$ cat config.mk
export PLATFORM = sky130hd
export DESIGN_NAME = rational_arithmetic_unit_top
export DESIGN_NICKNAME = d
export VERILOG_FILES = /design/src/rtl/rau_pkg.sv /design/src/rtl/rau_div.sv /design/src/rtl/rational_arithmetic_unit_top.sv
export VERILOG_INCLUDE_DIRS = /design/src /design/src/rtl
export SDC_FILE = /design/constraint.sdc
export NUM_CORES = 2
export LEC_CHECK = 0
export ABC_CLOCK_PERIOD_IN_PS = 10300
export BUFFER_PORTS_ARGS = -buffer_cell sky130_fd_sc_hd__buf_2
export CORE_MARGIN = 1.5
export CORE_UTILIZATION = 25
export CTS_CLUSTER_DIAMETER = 120
export DETAILED_ROUTE_END_ITERATION = 10
export PLACE_DENSITY = 0.36
export SLEW_MARGIN = 15
export SYNTH_ARGS = -nofsm -noshare
export SYNTH_HDL_FRONTEND = slang
export SYNTH_SLANG_ARGS = --single-unit
$ cat constraint.sdc
create_clock -name i_clk -period 10.3 [get_ports i_clk]
set_input_delay 1.03 -clock i_clk [delete_from_list [all_inputs] [get_ports i_clk]]
set_output_delay 1.03 -clock i_clk [all_outputs]
set_load 0.01 [all_outputs]
$ cat src/rtl/rational_arithmetic_unit_top_defines.svh
// Assertion macros for the rational arithmetic unit.
`ifndef RATIONAL_ARITHMETIC_UNIT_TOP_DEFINES_SVH
`define RATIONAL_ARITHMETIC_UNIT_TOP_DEFINES_SVH

// Assert that a condition implies a consequence on the same edge.
`define RAU_ASSERT_IMP(lbl, clk, rst_n, cond, cons, msg) \
    lbl: assert property (@(posedge clk) disable iff (!rst_n) (cond) |-> (cons)) \
        else $error(msg);

// Assert that a condition implies a consequence on the next edge.
`define RAU_ASSERT_NEXT(lbl, clk, rst_n, cond, cons, msg) \
    lbl: assert property (@(posedge clk) disable iff (!rst_n) (cond) |=> (cons)) \
        else $error(msg);

`endif

$ cat src/rtl/rau_pkg.sv
package rau_pkg;

    localparam int OPERAND_WIDTH = 32;
    localparam int PW = 2 * OPERAND_WIDTH;

    localparam logic [2:0] CMD_ADD = 3'd0;
    localparam logic [2:0] CMD_SUB = 3'd1;
    localparam logic [2:0] CMD_MUL = 3'd2;
    localparam logic [2:0] CMD_DIV = 3'd3;
    localparam logic [2:0] CMD_NEG = 3'd4;

    localparam logic [1:0] ST_OK       = 2'd0;
    localparam logic [1:0] ST_DIVZERO  = 2'd1;
    localparam logic [1:0] ST_ZERODEN  = 2'd2;
    localparam logic [1:0] ST_OVERFLOW = 2'd3;

    typedef logic [PW-1:0] t_wide;

    // Command and status between the sequencer and the divider.
    typedef struct packed {
        logic  start;
        t_wide dividend;
        t_wide divisor;
    } t_div_req;

    typedef struct packed {
        logic  done;
        t_wide quot;
        t_wide rem;
    } t_div_rsp;

endpackage

$ cat src/rtl/rau_div.sv
// Restoring divider, one quotient bit a cycle.
module rau_div import rau_pkg::*; (
    input  logic     i_clk,
    input  logic     i_rst_n,
    input  t_div_req i_req,
    output t_div_rsp o_rsp
);

    localparam int CW = $clog2(PW + 1);

    logic          r_busy;
    logic [CW-1:0] r_cnt;
    t_wide         r_q;
    t_wide         r_r;
    t_wide         r_d;
    logic          r_done;
    logic [PW:0]   w_trial;
    t_wide         w_shift;

    // Shift in the next dividend bit and try the subtraction.
    assign w_shift = {r_r[PW-2:0], r_q[PW-1]};
    assign w_trial = {r_r, r_q[PW-1]} - {1'b0, r_d};

    // Control state.
    always_ff @(posedge i_clk) begin
        if (!i_rst_n) begin
            r_busy <= 1'b0;
            r_done <= 1'b0;
            r_cnt  <= '0;
        end else begin
            r_done <= 1'b0;
            if (i_req.start) begin
                r_busy <= 1'b1;
                r_cnt  <= CW'(PW);
            end else if (r_busy) begin
                r_cnt <= r_cnt - 1'b1;
                if (r_cnt == CW'(1)) begin
                    r_busy <= 1'b0;
                    r_done <= 1'b1;
                end
            end
        end
    end

    // Datapath.
    always_ff @(posedge i_clk) begin
        if (i_req.start) begin
            r_q <= i_req.dividend;
            r_r <= '0;
            r_d <= i_req.divisor;
        end else if (r_busy) begin
            if (!w_trial[PW]) begin
                r_r <= w_trial[PW-1:0];
                r_q <= {r_q[PW-2:0], 1'b1};
            end else begin
                r_r <= w_shift;
                r_q <= {r_q[PW-2:0], 1'b0};
            end
        end
    end

    assign o_rsp.done = r_done;
    assign o_rsp.quot = r_q;
    assign o_rsp.rem  = r_r;

endmodule

$ cat src/rtl/rational_arithmetic_unit_top.sv
// Channel   Direction  Handshake                 Payload
// command   in         start while !busy          i_cmd, i_a_num, i_a_den, i_b_num, i_b_den
// result    out        o_valid, one cycle         o_res_num, o_res_den, o_status
//
// A word with a zero denominator or a zero divisor goes from idle straight to the output state.
// The cross products come from one 32x32 multiplier, one product a cycle. The GCD runs
// as Euclid's algorithm on the shared 64-bit restoring divider, taking at most about 92
// remainders; two more divisions reduce numerator and denominator.
// Reset is synchronous, active low, and returns the sequencer to idle.
// The receiver cannot stall: each result is shown for one cycle.
`include "rational_arithmetic_unit_top_defines.svh"

module rational_arithmetic_unit_top import rau_pkg::*; (
    input  logic        i_clk,
    input  logic        i_rst_n,
    input  logic        start,
    output logic        busy,
    input  logic [2:0]  i_cmd,
    input  logic signed [31:0] i_a_num,
    input  logic signed [31:0] i_a_den,
    input  logic signed [31:0] i_b_num,
    input  logic signed [31:0] i_b_den,
    output logic        o_valid,
    output logic signed [31:0] o_res_num,
    output logic [30:0] o_res_den,
    output logic [1:0]  o_status
);

    localparam int OW = OPERAND_WIDTH;
    localparam logic [3:0] S_IDLE = 4'd0;
    localparam logic [3:0] S_M0   = 4'd1;
    localparam logic [3:0] S_M1   = 4'd2;
    localparam logic [3:0] S_M2   = 4'd3;
    localparam logic [3:0] S_SUM  = 4'd4;
    localparam logic [3:0] S_GCD  = 4'd5;
    localparam logic [3:0] S_GW   = 4'd6;
    localparam logic [3:0] S_DN   = 4'd7;
    localparam logic [3:0] S_DNW  = 4'd8;
    localparam logic [3:0] S_DD   = 4'd9;
    localparam logic [3:0] S_DDW  = 4'd10;
    localparam logic [3:0] S_CHK  = 4'd11;
    localparam logic [3:0] S_OUT  = 4'd12;

    // Internal marker: both cross products are waiting to be added.
    localparam logic [2:0] CMD_SUM_PEND = 3'd7;

    logic [3:0]    r_state;
    logic [2:0]    r_cmd;
    logic [OW-1:0] r_anm, r_adm, r_bnm, r_bdm;
    logic          r_ans, r_ads, r_bns, r_bds;
    t_wide         r_p0, r_p1, r_den, r_num, r_x, r_y, r_nq;
    logic          r_s0, r_s1, r_nneg, r_dneg;
    logic          r_valid;
    logic signed [31:0] r_rn;
    logic [30:0]   r_rd;
    logic [1:0]    r_st;
    logic [OW-1:0] w_ma, w_mb;
    t_wide         w_prod;
    t_div_req      w_req;
    t_div_rsp      w_rsp;
    logic          w_neg;
    t_wide         w_half;

    // Magnitude of one operand.
    function automatic logic [OW-1:0] f_mag(input logic [31:0] v);
        logic [OW-1:0] t;
        t = v[OW-1:0];
        return t[OW-1] ? (~t + 1'b1) : t;
    endfunction

    rau_div u_div (
        .i_clk   (i_clk),
        .i_rst_n (i_rst_n),
        .i_req   (w_req),
        .o_rsp   (w_rsp)
    );

    // Shared multiplier operand select.
    always_comb begin
        case (r_state)
            S_M0: begin
                w_ma = r_anm;
                w_mb = (r_cmd == CMD_DIV) ? r_bdm : (r_cmd == CMD_MUL ? r_bnm : r_bdm);
            end
            S_M1: begin
                w_ma = r_adm;
                w_mb = (r_cmd == CMD_DIV) ? r_bnm : r_bdm;
            end
            S_M2: begin
                w_ma = r_adm;
                w_mb = r_bnm;
            end
            default: begin
                w_ma = r_anm;
                w_mb = r_bdm;
            end
        endcase
    end
    assign w_prod = PW'(w_ma) * PW'(w_mb);
    assign w_neg  = (r_nneg != r_dneg) && (r_num != '0);
    assign w_half = t_wide'(1) << (OW - 1);

    // Divider request.
    always_comb begin
        w_req.start    = 1'b0;
        w_req.dividend = r_x;
        w_req.divisor  = r_y;
        case (r_state)
            S_GCD: w_req.start = (r_y != '0);
            S_DN: begin
                w_req.start    = 1'b1;
                w_req.dividend = r_num;
                w_req.divisor  = r_x;
            end
            S_DD: begin
                w_req.start    = 1'b1;
                w_req.dividend = r_den;
                w_req.divisor  = r_x;
            end
            default: w_req.start = 1'b0;
        endcase
    end

    // Sequencer.
    always_ff @(posedge i_clk) begin
        if (!i_rst_n) begin
            r_state <= S_IDLE;
            r_valid <= 1'b0;
        end else begin
            r_valid <= 1'b0;
            case (r_state)
                S_IDLE: begin
                    if (start) begin
                        r_cmd <= i_cmd;
                        r_anm <= f_mag(i_a_num);
                        r_adm <= f_mag(i_a_den);
                        r_bnm <= f_mag(i_b_num);
                        r_bdm <= f_mag(i_b_den);
                        r_ans <= i_a_num[OW-1];
                        r_ads <= i_a_den[OW-1];
                        r_bns <= i_b_num[OW-1] ^ (i_cmd == CMD_SUB);
                        r_bds <= i_b_den[OW-1];
                        r_rn  <= '0;
                        r_rd  <= '0;
                        if (i_a_den[OW-1:0] == '0 ||
                            (i_cmd <= CMD_DIV && i_b_den[OW-1:0] == '0)) begin
                            r_st    <= ST_ZERODEN;
                            r_state <= S_OUT;
                        end else if (i_cmd == CMD_DIV && i_b_num[OW-1:0] == '0) begin
                            r_st    <= ST_DIVZERO;
                            r_state <= S_OUT;
                        end else begin
                            r_st    <= ST_OK;
                            r_state <= S_M0;
                        end
                    end
                end
                S_M0: begin
                    if (r_cmd > CMD_DIV) begin
                        // Negate, also taken by the unused command codes.
                        r_num   <= PW'(r_anm);
                        r_nneg  <= ~r_ans;
                        r_den   <= PW'(r_adm);
                        r_dneg  <= r_ads;
                        r_cmd   <= CMD_NEG;
                        r_state <= S_SUM;
                    end else begin
                        r_p0 <= w_prod;
                        r_s0 <= r_ans ^ ((r_cmd == CMD_MUL) ? r_bns : r_bds);
                        r_state <= S_M1;
                    end
                end
                S_M1: begin
                    r_den  <= w_prod;
                    r_dneg <= r_ads ^ ((r_cmd == CMD_DIV) ? r_bns : r_bds);
                    if (r_cmd >= CMD_MUL) begin
                        r_num   <= r_p0;
                        r_nneg  <= r_s0;
                        r_state <= S_SUM;
                    end else begin
                        r_state <= S_M2;
                    end
                end
                S_M2: begin
                    // Second cross product; the signed-magnitude add of the two follows in S_SUM.
                    r_p1 <= w_prod;
                    r_s1 <= r_ads ^ r_bns;
                    r_state <= S_SUM;
                    r_cmd <= CMD_SUM_PEND;
                end
                S_SUM: begin
                    if (r_cmd == CMD_SUM_PEND) begin
                        if (r_s0 == r_s1) begin
                            r_num  <= r_p0 + r_p1;
                            r_nneg <= r_s0;
                        end else if (r_p0 >= r_p1) begin
                            r_num  <= r_p0 - r_p1;
                            r_nneg <= r_s0;
                        end else begin
                            r_num  <= r_p1 - r_p0;
                            r_nneg <= r_s1;
                        end
                        r_cmd <= CMD_ADD;
                    end else begin
                        r_x     <= r_num;
                        r_y     <= r_den;
                        r_state <= S_GCD;
                    end
                end
                S_GCD: begin
                    if (r_y == '0) r_state <= S_DN;
                    else r_state <= S_GW;
                end
                S_GW: begin
                    if (w_rsp.done) begin
                        r_x     <= r_y;
                        r_y     <= w_rsp.rem;
                        r_state <= S_GCD;
                    end
                end
                S_DN: r_state <= S_DNW;
                S_DNW: begin
                    if (w_rsp.done) begin
                        r_nq    <= w_rsp.quot;
                        r_state <= S_DD;
                    end
                end
                S_DD: r_state <= S_DDW;
                S_DDW: begin
                    if (w_rsp.done) begin
                        r_den   <= w_rsp.quot;
                        r_state <= S_CHK;
                    end
                end
                S_CHK: begin
                    if (r_nq > (w_neg ? w_half : w_half - 1'b1) ||
                        r_den > w_half - 1'b1) begin
                        r_st <= ST_OVERFLOW;
                    end else begin
                        r_rn <= 32'(signed'(w_neg ? (~r_nq[OW-1:0] + 1'b1) : r_nq[OW-1:0]));
                        r_rd <= 31'(r_den);
                    end
                    r_state <= S_OUT;
                end
                S_OUT: begin
                    r_valid <= 1'b1;
                    r_state <= S_IDLE;
                end
                default: r_state <= S_IDLE;
            endcase
        end
    end

    assign busy      = (r_state != S_IDLE);
    assign o_valid   = r_valid;
    assign o_res_num = r_rn;
    assign o_res_den = r_rd;
    assign o_status  = r_st;

    // A result appears only when the sequencer is back in idle.
    `RAU_ASSERT_IMP(a_valid_idle, i_clk, i_rst_n, r_valid, r_state == S_IDLE, "result outside idle")
    // A word accepted in idle makes the block busy.
    `RAU_ASSERT_NEXT(a_start_busy, i_clk, i_rst_n, start && !busy, busy, "start not taken")
    // A failing status carries a zero fraction.
    `RAU_ASSERT_IMP(a_err_zero, i_clk, i_rst_n, r_valid && r_st != ST_OK, r_rn == '0 && r_rd == '0, "error result not zero")

endmodule
Word-level counts from Yosys, hierarchy flattened
Cells that the tools add are included.

word-level totals
  word-level logic and storage cells = 207
  register bits after elaboration = 858
  output and inout bits = 67

cells by class
  order comparisons = 6
  $mul = 1
  reductions and logical operators = 36
  bitwise logic cells = 13
  eq/ne operators = 30
  mux-type cells = 75
  add/sub/neg operators = 10

operators with widths
  kind                                                              count
  two-way mux 64 bit                                                14
  one-hot mux 64 bit (3 select lines)                               2
  two-way mux 32 bit                                                8
  one-hot mux 128 bit (2 select lines)                              1
  one-hot mux 64 bit (2 select lines)                               2
  two-way mux 31 bit                                                6
  adder 32 x 1 -> 32 bit (second input constant)                    5
  NOT 32 bit                                                        5
  nonzero test 64 bit                                               2
  subtractor 64 bit                                                 2
  logical NOT 32 bit                                                3
  one-hot mux 32 bit (3 select lines)                               1
  subtractor 65 x 64 -> 65 bit                                      1
  adder 64 bit                                                      1
  >= comparator 64 bit                                              1
  greater-than comparator 64 x 31 -> 1 bit (second input constant)  1
  greater-than comparator 64 x 32 -> 1 bit                          1
  logical NOT 64 bit                                                1
  multiplier 32 x 32 -> 64 bit                                      1
  one-hot mux 32 bit (2 select lines)                               1
  one-hot mux 31 bit (2 select lines)                               1
  one-hot mux 4 bit (12 select lines)                               1
  two-way mux 4 bit                                                 7
  == test 4 bit (second input constant)                             5
  37 further kinds                                                  98

Longest topological paths before layout
  depth after elaboration = 7
  gate-level depth with buffers = 36
  mapped depth without buffers = 32

By module
A second synthesis with hierarchy kept.

second synthesis, totals
  cell total of the unflattened synthesis = 9,300
  area, all modules = 86,359.1 µm²

by module, submodules not included
  module                        times used  cells each  area an instance (µm²)
  rational_arithmetic_unit_top  1           8,074       74,227.4
  rau_div                       1           1,226       12,131.6

Worst setup path after synthesis
Ideal clock, no wire load.

  kind = reg-to-reg
  start point = reg r_cmd[2]
  end point = reg r_den[55], data pin
  data arrival time = 9.274 ns
  cell stages (with the launch flop) = 32
  clock period less this slack = 9.531 ns
  slack = 0.769 ns
  data required time = 10.044 ns
  setup time = 0.256 ns
  cells stage by stage = edfxtp_1 -> nor3b_1 -> o21ai_0 -> o31a_1 -> nor3_1 -> clkbuf_1 -> clkbuf_1 -> mux2i_1 -> clkbuf_1 -> nor2_1 -> fa_1 -> fa_1 -> fa_1 -> inv_1 -> fa_1 -> inv_1 -> fa_1 -> fa_1 -> fa_1 -> fa_1 -> ha_1 -> a21o_1 -> a311o_1 -> a2111oi_0 -> a21oi_1 -> nand4_1 -> a21oi_1 -> or3_1 -> a21boi_1 -> o21bai_1 -> xor2_1 -> a22o_1

on the way
  cells in the longest elaborated chain, start to end = 6
  elaborated cells between the ends (all ways) = 8
  classes of those cells = 1 x mul; 2 x eq/ne; 5 x mux

RTL lines
  item                                   line                                 source
  start, declared                        rational_arithmetic_unit_top.sv:48   logic [2:0] r_cmd;
  start signal, assigned                 rational_arithmetic_unit_top.sv:134  r_cmd <= i_cmd;
  == test 3 x 2 -> 1 bit                 rational_arithmetic_unit_top.sv:83   w_mb = (r_cmd == CMD_DIV) ? r_bdm : (r_cmd == CMD_MUL ? r_bnm : r_bdm);
  two-way mux 32 bit (2 in series)       rational_arithmetic_unit_top.sv:83
  one-hot mux 32 bit (3 select lines) *  rational_arithmetic_unit_top.sv:80   case (r_state)
  multiplier 32 x 32 -> 64 bit *         rational_arithmetic_unit_top.sv:99   assign w_prod = PW'(w_ma) * PW'(w_mb);
  net w_prod[55]                         rational_arithmetic_unit_top.sv:58   t_wide w_prod;
  one-hot mux 64 bit (3 select lines) *  rational_arithmetic_unit_top.sv:131  case (r_state)
  end signal, assigned                   rational_arithmetic_unit_top.sv:163  r_den <= PW'(r_adm);
  end signal, assigned                   rational_arithmetic_unit_top.sv:174  r_den <= w_prod;
  end signal, assigned                   rational_arithmetic_unit_top.sv:231  r_den <= w_rsp.quot;
  end, declared                          rational_arithmetic_unit_top.sv:51   t_wide r_p0, r_p1, r_den, r_num, r_x, r_y, r_nq;

Mark *: on every way through the listed nets, which the timed path passes. The rest lies on a longest branch.
A chain may end at the register's enable or synchronous reset.

Final worst setup path
  start point = reg r_state[1]
  end point = reg r_den[49], data pin

on the way
  cells in the longest elaborated chain, start to end = 5
  elaborated cells between the ends (all ways) = 9
  classes of those cells = 1 x mul; 4 x eq/ne; 3 x mux; 1 x reduce/logical

RTL lines
  item                                   line                                 source
  start, declared                        rational_arithmetic_unit_top.sv:47   logic [3:0] r_state;
  start signal, assigned                 rational_arithmetic_unit_top.sv:127  r_state <= S_IDLE;
  start signal, assigned                 rational_arithmetic_unit_top.sv:148  r_state <= S_OUT;
  start signal, assigned                 rational_arithmetic_unit_top.sv:151  r_state <= S_OUT;
  == test 4 x 2 -> 1 bit                 rational_arithmetic_unit_top.sv:80
  OR reduction 2 bit (no line)           -
  two-way mux 32 bit                     rational_arithmetic_unit_top.sv:80
  multiplier 32 x 32 -> 64 bit *         rational_arithmetic_unit_top.sv:99
  net w_prod[49]                         rational_arithmetic_unit_top.sv:58
  one-hot mux 64 bit (3 select lines) *  rational_arithmetic_unit_top.sv:131

Marked as above.

==> impl_results.md <==
- Setup Viol. Count Final: 0
- Die Y: approximately 590 um
- Synth unique cells: 102
- Reg-to-Reg Start: r_state[1]$_SDFFE_PN0P_
- Seq/Total Area, Yosys: 29.20%
- Reg area: approximately 25000 um^2
- Synth Area in Simple Gates: between 10% and 20%
- Complex-gate fraction of the synthesized area: between 10% and 20%
- Die X: between 500 and 600 um
- Syn. warnings: 0
- CTS max path bufs: 4
- Top post-synthesis cells by area: edfxtp_1 27%, fa_1 21%, ha_1 8.1%
- Worst Setup SP: r_state[1]$_SDFFE_PN0P_
- Worst slew pin tran: between 1 and 1.5 ns
- Total wire length: roughly 380000 um
- Worst Path Buf+Inv: 7
- Clock Skew: roughly 0.13 ns
- CTS sink count: between 800 and 900
- Main synth FF type: edfxtp_1
- Worst skew pair latency: 0.90 ns
- Post-Synth Adder-Cell Area: just under 30%
- Post-route setup slack: ~0.35 ns
- Final-report hold violation count: 0
- Crit share post-route: a little over nine tenths
- Worst slew margin: 17.48%
- Initial Util: 25.14%
- PortBufs: 200
- Post-synth EDFFs: 780
- Share of post-route cells with drive strength above 1: a little under an eighth
- Area Growth Syn to Fin: 13.78%
- Die area: approximately 350000 um^2
- Main combinational cell family by area after synthesis: adder cells
- Nature of the critical path endpoint: register
- Antenna Nets Post-Route: 0
- HP Class: primary input to register
- Delay-heaviest family, CP: adder cells
- DP HPWL: 311100 um
- Hold path startpoint: i_a_num[0]
- Req. time, crit path: ~11 ns
- CORE AREA: between 300000 and 400000 um^2
- Clock slew at reported path FFs: approximately 0.06 ns
- GRT overflow: 0
- Highest Clock Rate: 0.1005 GHz
- Final GP Congestion: a little over 0.9
- Final Slew Violations: 0
- CTS HTree Levels: 3
- Clock root buffer: clkbuf_16
- Via-to-Cell Ratio: around 5.0
- DR iter-0 viols: between 5000 and 6000
- DR DRC count: 0
- Final worst path period need: between 9 and 10 ns
- Mapped Cells: 8988
- Synthesized Nets: around 11000
- Post-Syn Area per Cell: ~9.5 um^2
- Initial antenna violation count: 22
- Top cell type's share of synthesized area: 27.37%
- Final std cells w/o fill: 13753
- Num CTS Buffers: 111
- Avg WL per Cell: between 20 and 30 um
- Mapped cell area: approximately 86000 um^2
- Area of the multi-input gates: 55130 um^2
- Post-Synth XOR/XNOR Area: 3.265%
- Num ports: approximately 200
- First-pass iteration count of the detailed router: 5
- Vias: about 70000
- Area leader, netlist: edfxtp_1
- Worst path max stage delay: roughly 0.57 ns
- First-pass GRT wire length: around 540000 um
- Crit path kind: register to register
- Post-synthesis register bit count: between 800 and 900
- Hold_buf cts: 0
- Most used cell, CP: fa_1
- Crit Path Max Fanout: 55
- Largest net degree at the start of global routing: 129
- Vias in the first global route: 71325
- Post-synthesis mux area share: under 10%
- Ys async rst share: 0%
- Overall Global Routing Usage: 21.68%
- MaxCap Viol Count: 0
- Placed Cells incl. Taps: 13549
- CTS tree: done
- Finished Cell Area: 97360 um^2
- Arr. time, crit path: approximately 11 ns
- Startpoint Class: register
- Outcome: finished, final reports clean
- Nets: 10718
- FP Rows: 214
- Fill count: between 30000 and 40000
- DP Area: roughly 94000 um^2
- Worst path slowest cell: fa_1
- Pre-CTS worst setup slack: -0.3863 ns
-- repair_timing --
| action | in CTS | in global routing |
|---|---|---|
| cloned | 0 | 1 |
| buffers inserted | 0 | 1 |
| pin swaps | 0 | 1 |
| resized for setup | 8 | 13 |
| setup endpoints to repair | 24 | 52 |
| endpoints found under the hold margin | 0 | 0 |
-- registers in the layout, summed over array words and instances (netlist names), 2 cells and up --
signal,count
r_den,64
r_nq,64
r_num,64
r_p0,64
r_p1,64
r_x,64
r_y,64
u_div.r_d,64
u_div.r_q,64
u_div.r_r,64
o_res_num,32
r_adm,32
r_anm,32
r_bdm,32
r_bnm,32
o_res_den,31
u_div.r_cnt,7
r_state,4
r_cmd,3
o_status,2
-- layer usage --
metal,part of all wire [%],GRT usage [%]
met1,47,30.80
met5,0.0039,0
met4,2.9,5.775
met3,5.0,2.385
met2,45,34.86
-- kinds of logic after synthesis --
family                   count (synthesis)
AO/OA/AOI/OAI                         1742
XOR/XNOR                               319
adder cells (fa/ha/maj)               1456
buffers and inverters                 1620
flip-flops                             858
multiplexers                           335
AND/OR/NAND/NOR                       2658
-- synth_stat cells, drive strengths merged, types with 35 or more instances --
| cell | n |
|---|---|
| nand2b | 49 |
| o211ai | 47 |
| and2 | 47 |
| o31ai | 71 |
| a21o | 116 |
| xnor2 | 253 |
| inv | 1159 |
| nor2b | 50 |
| ha | 556 |
| nand3 | 74 |
| nor4 | 97 |
| dfxtp | 78 |
| o22ai | 38 |
| nor2 | 1022 |
| a211oi | 54 |
| mux2 | 255 |
| mux2i | 80 |
| or3 | 49 |
| o21bai | 74 |
| fa | 900 |
| nor3 | 93 |
| nand2 | 957 |
| nand4 | 101 |
| edfxtp | 780 |
| a31oi | 143 |
| xor2 | 66 |
| a22o | 35 |
| o21a | 49 |
| a21oi | 444 |
| clkbuf | 382 |
| buf | 77 |
| a22oi | 125 |
| o21ai | 337 |
-- final cells by class --
type / instances / share of cell area [%]
multi-input combinational: 6510 / 56.62
sequential: 858 / 25.66
tap: 4536 / 5.829
inverter: 1161 / 4.484
timing repair buffer: 486 / 3.747
clock buffer: 133 / 2.958
clock inverter: 65 / 0.6875
antenna: 4 / 0.01028
-- placed cells by master, fill, tap and decap left out, types with 246 or more instances in the layout --
master | synthesis | routed
buf_4 | 4 | 246
ha_1 | 556 | 556
nand2_1 | 957 | 957
xnor2_1 | 253 | 250
fa_1 | 900 | 900
inv_1 | 1158 | 1157
o21ai_0 | 275 | 274
a21oi_1 | 443 | 442
edfxtp_1 | 780 | 780
mux2_2 | 252 | 250
nor2_1 | 1021 | 1013
-- metrics by stage --
stage / TNS (ns) / util (%) / hold WS (ns)
finish: 0 / 28.61 / 0.3970
global route: -0.003482 / 28.61 / 0.3737
CTS: 0 / 28.58 / 0.3315
detailed placement: -5.543 / 27.53 / 0.4785
global placement: -2.932 / 27.53 / 0.4851
floorplan: 0 / - / 0.4506
-- path summary, 6_finish.rpt --
| path | endpoint | slack (ns) | cells past startpoint |
|---|---|---|---|
| setup / recovery | r_den[49]$_DFFE_PP_ | 0.35 | 30 |
| hold / removal | r_anm[0]$_DFFE_PP_ | 0.40 | 1 |
| setup reg to reg | r_den[49]$_DFFE_PP_ | 0.35 | 30 |
| hold reg to reg | u_div.r_r[39]$_SDFFE_PP0P_ | 0.47 | 2 |
Power is left out: the tool's default activity adds up to more than one toggle a clock period on the data nets, which glitch-free logic cannot reach.
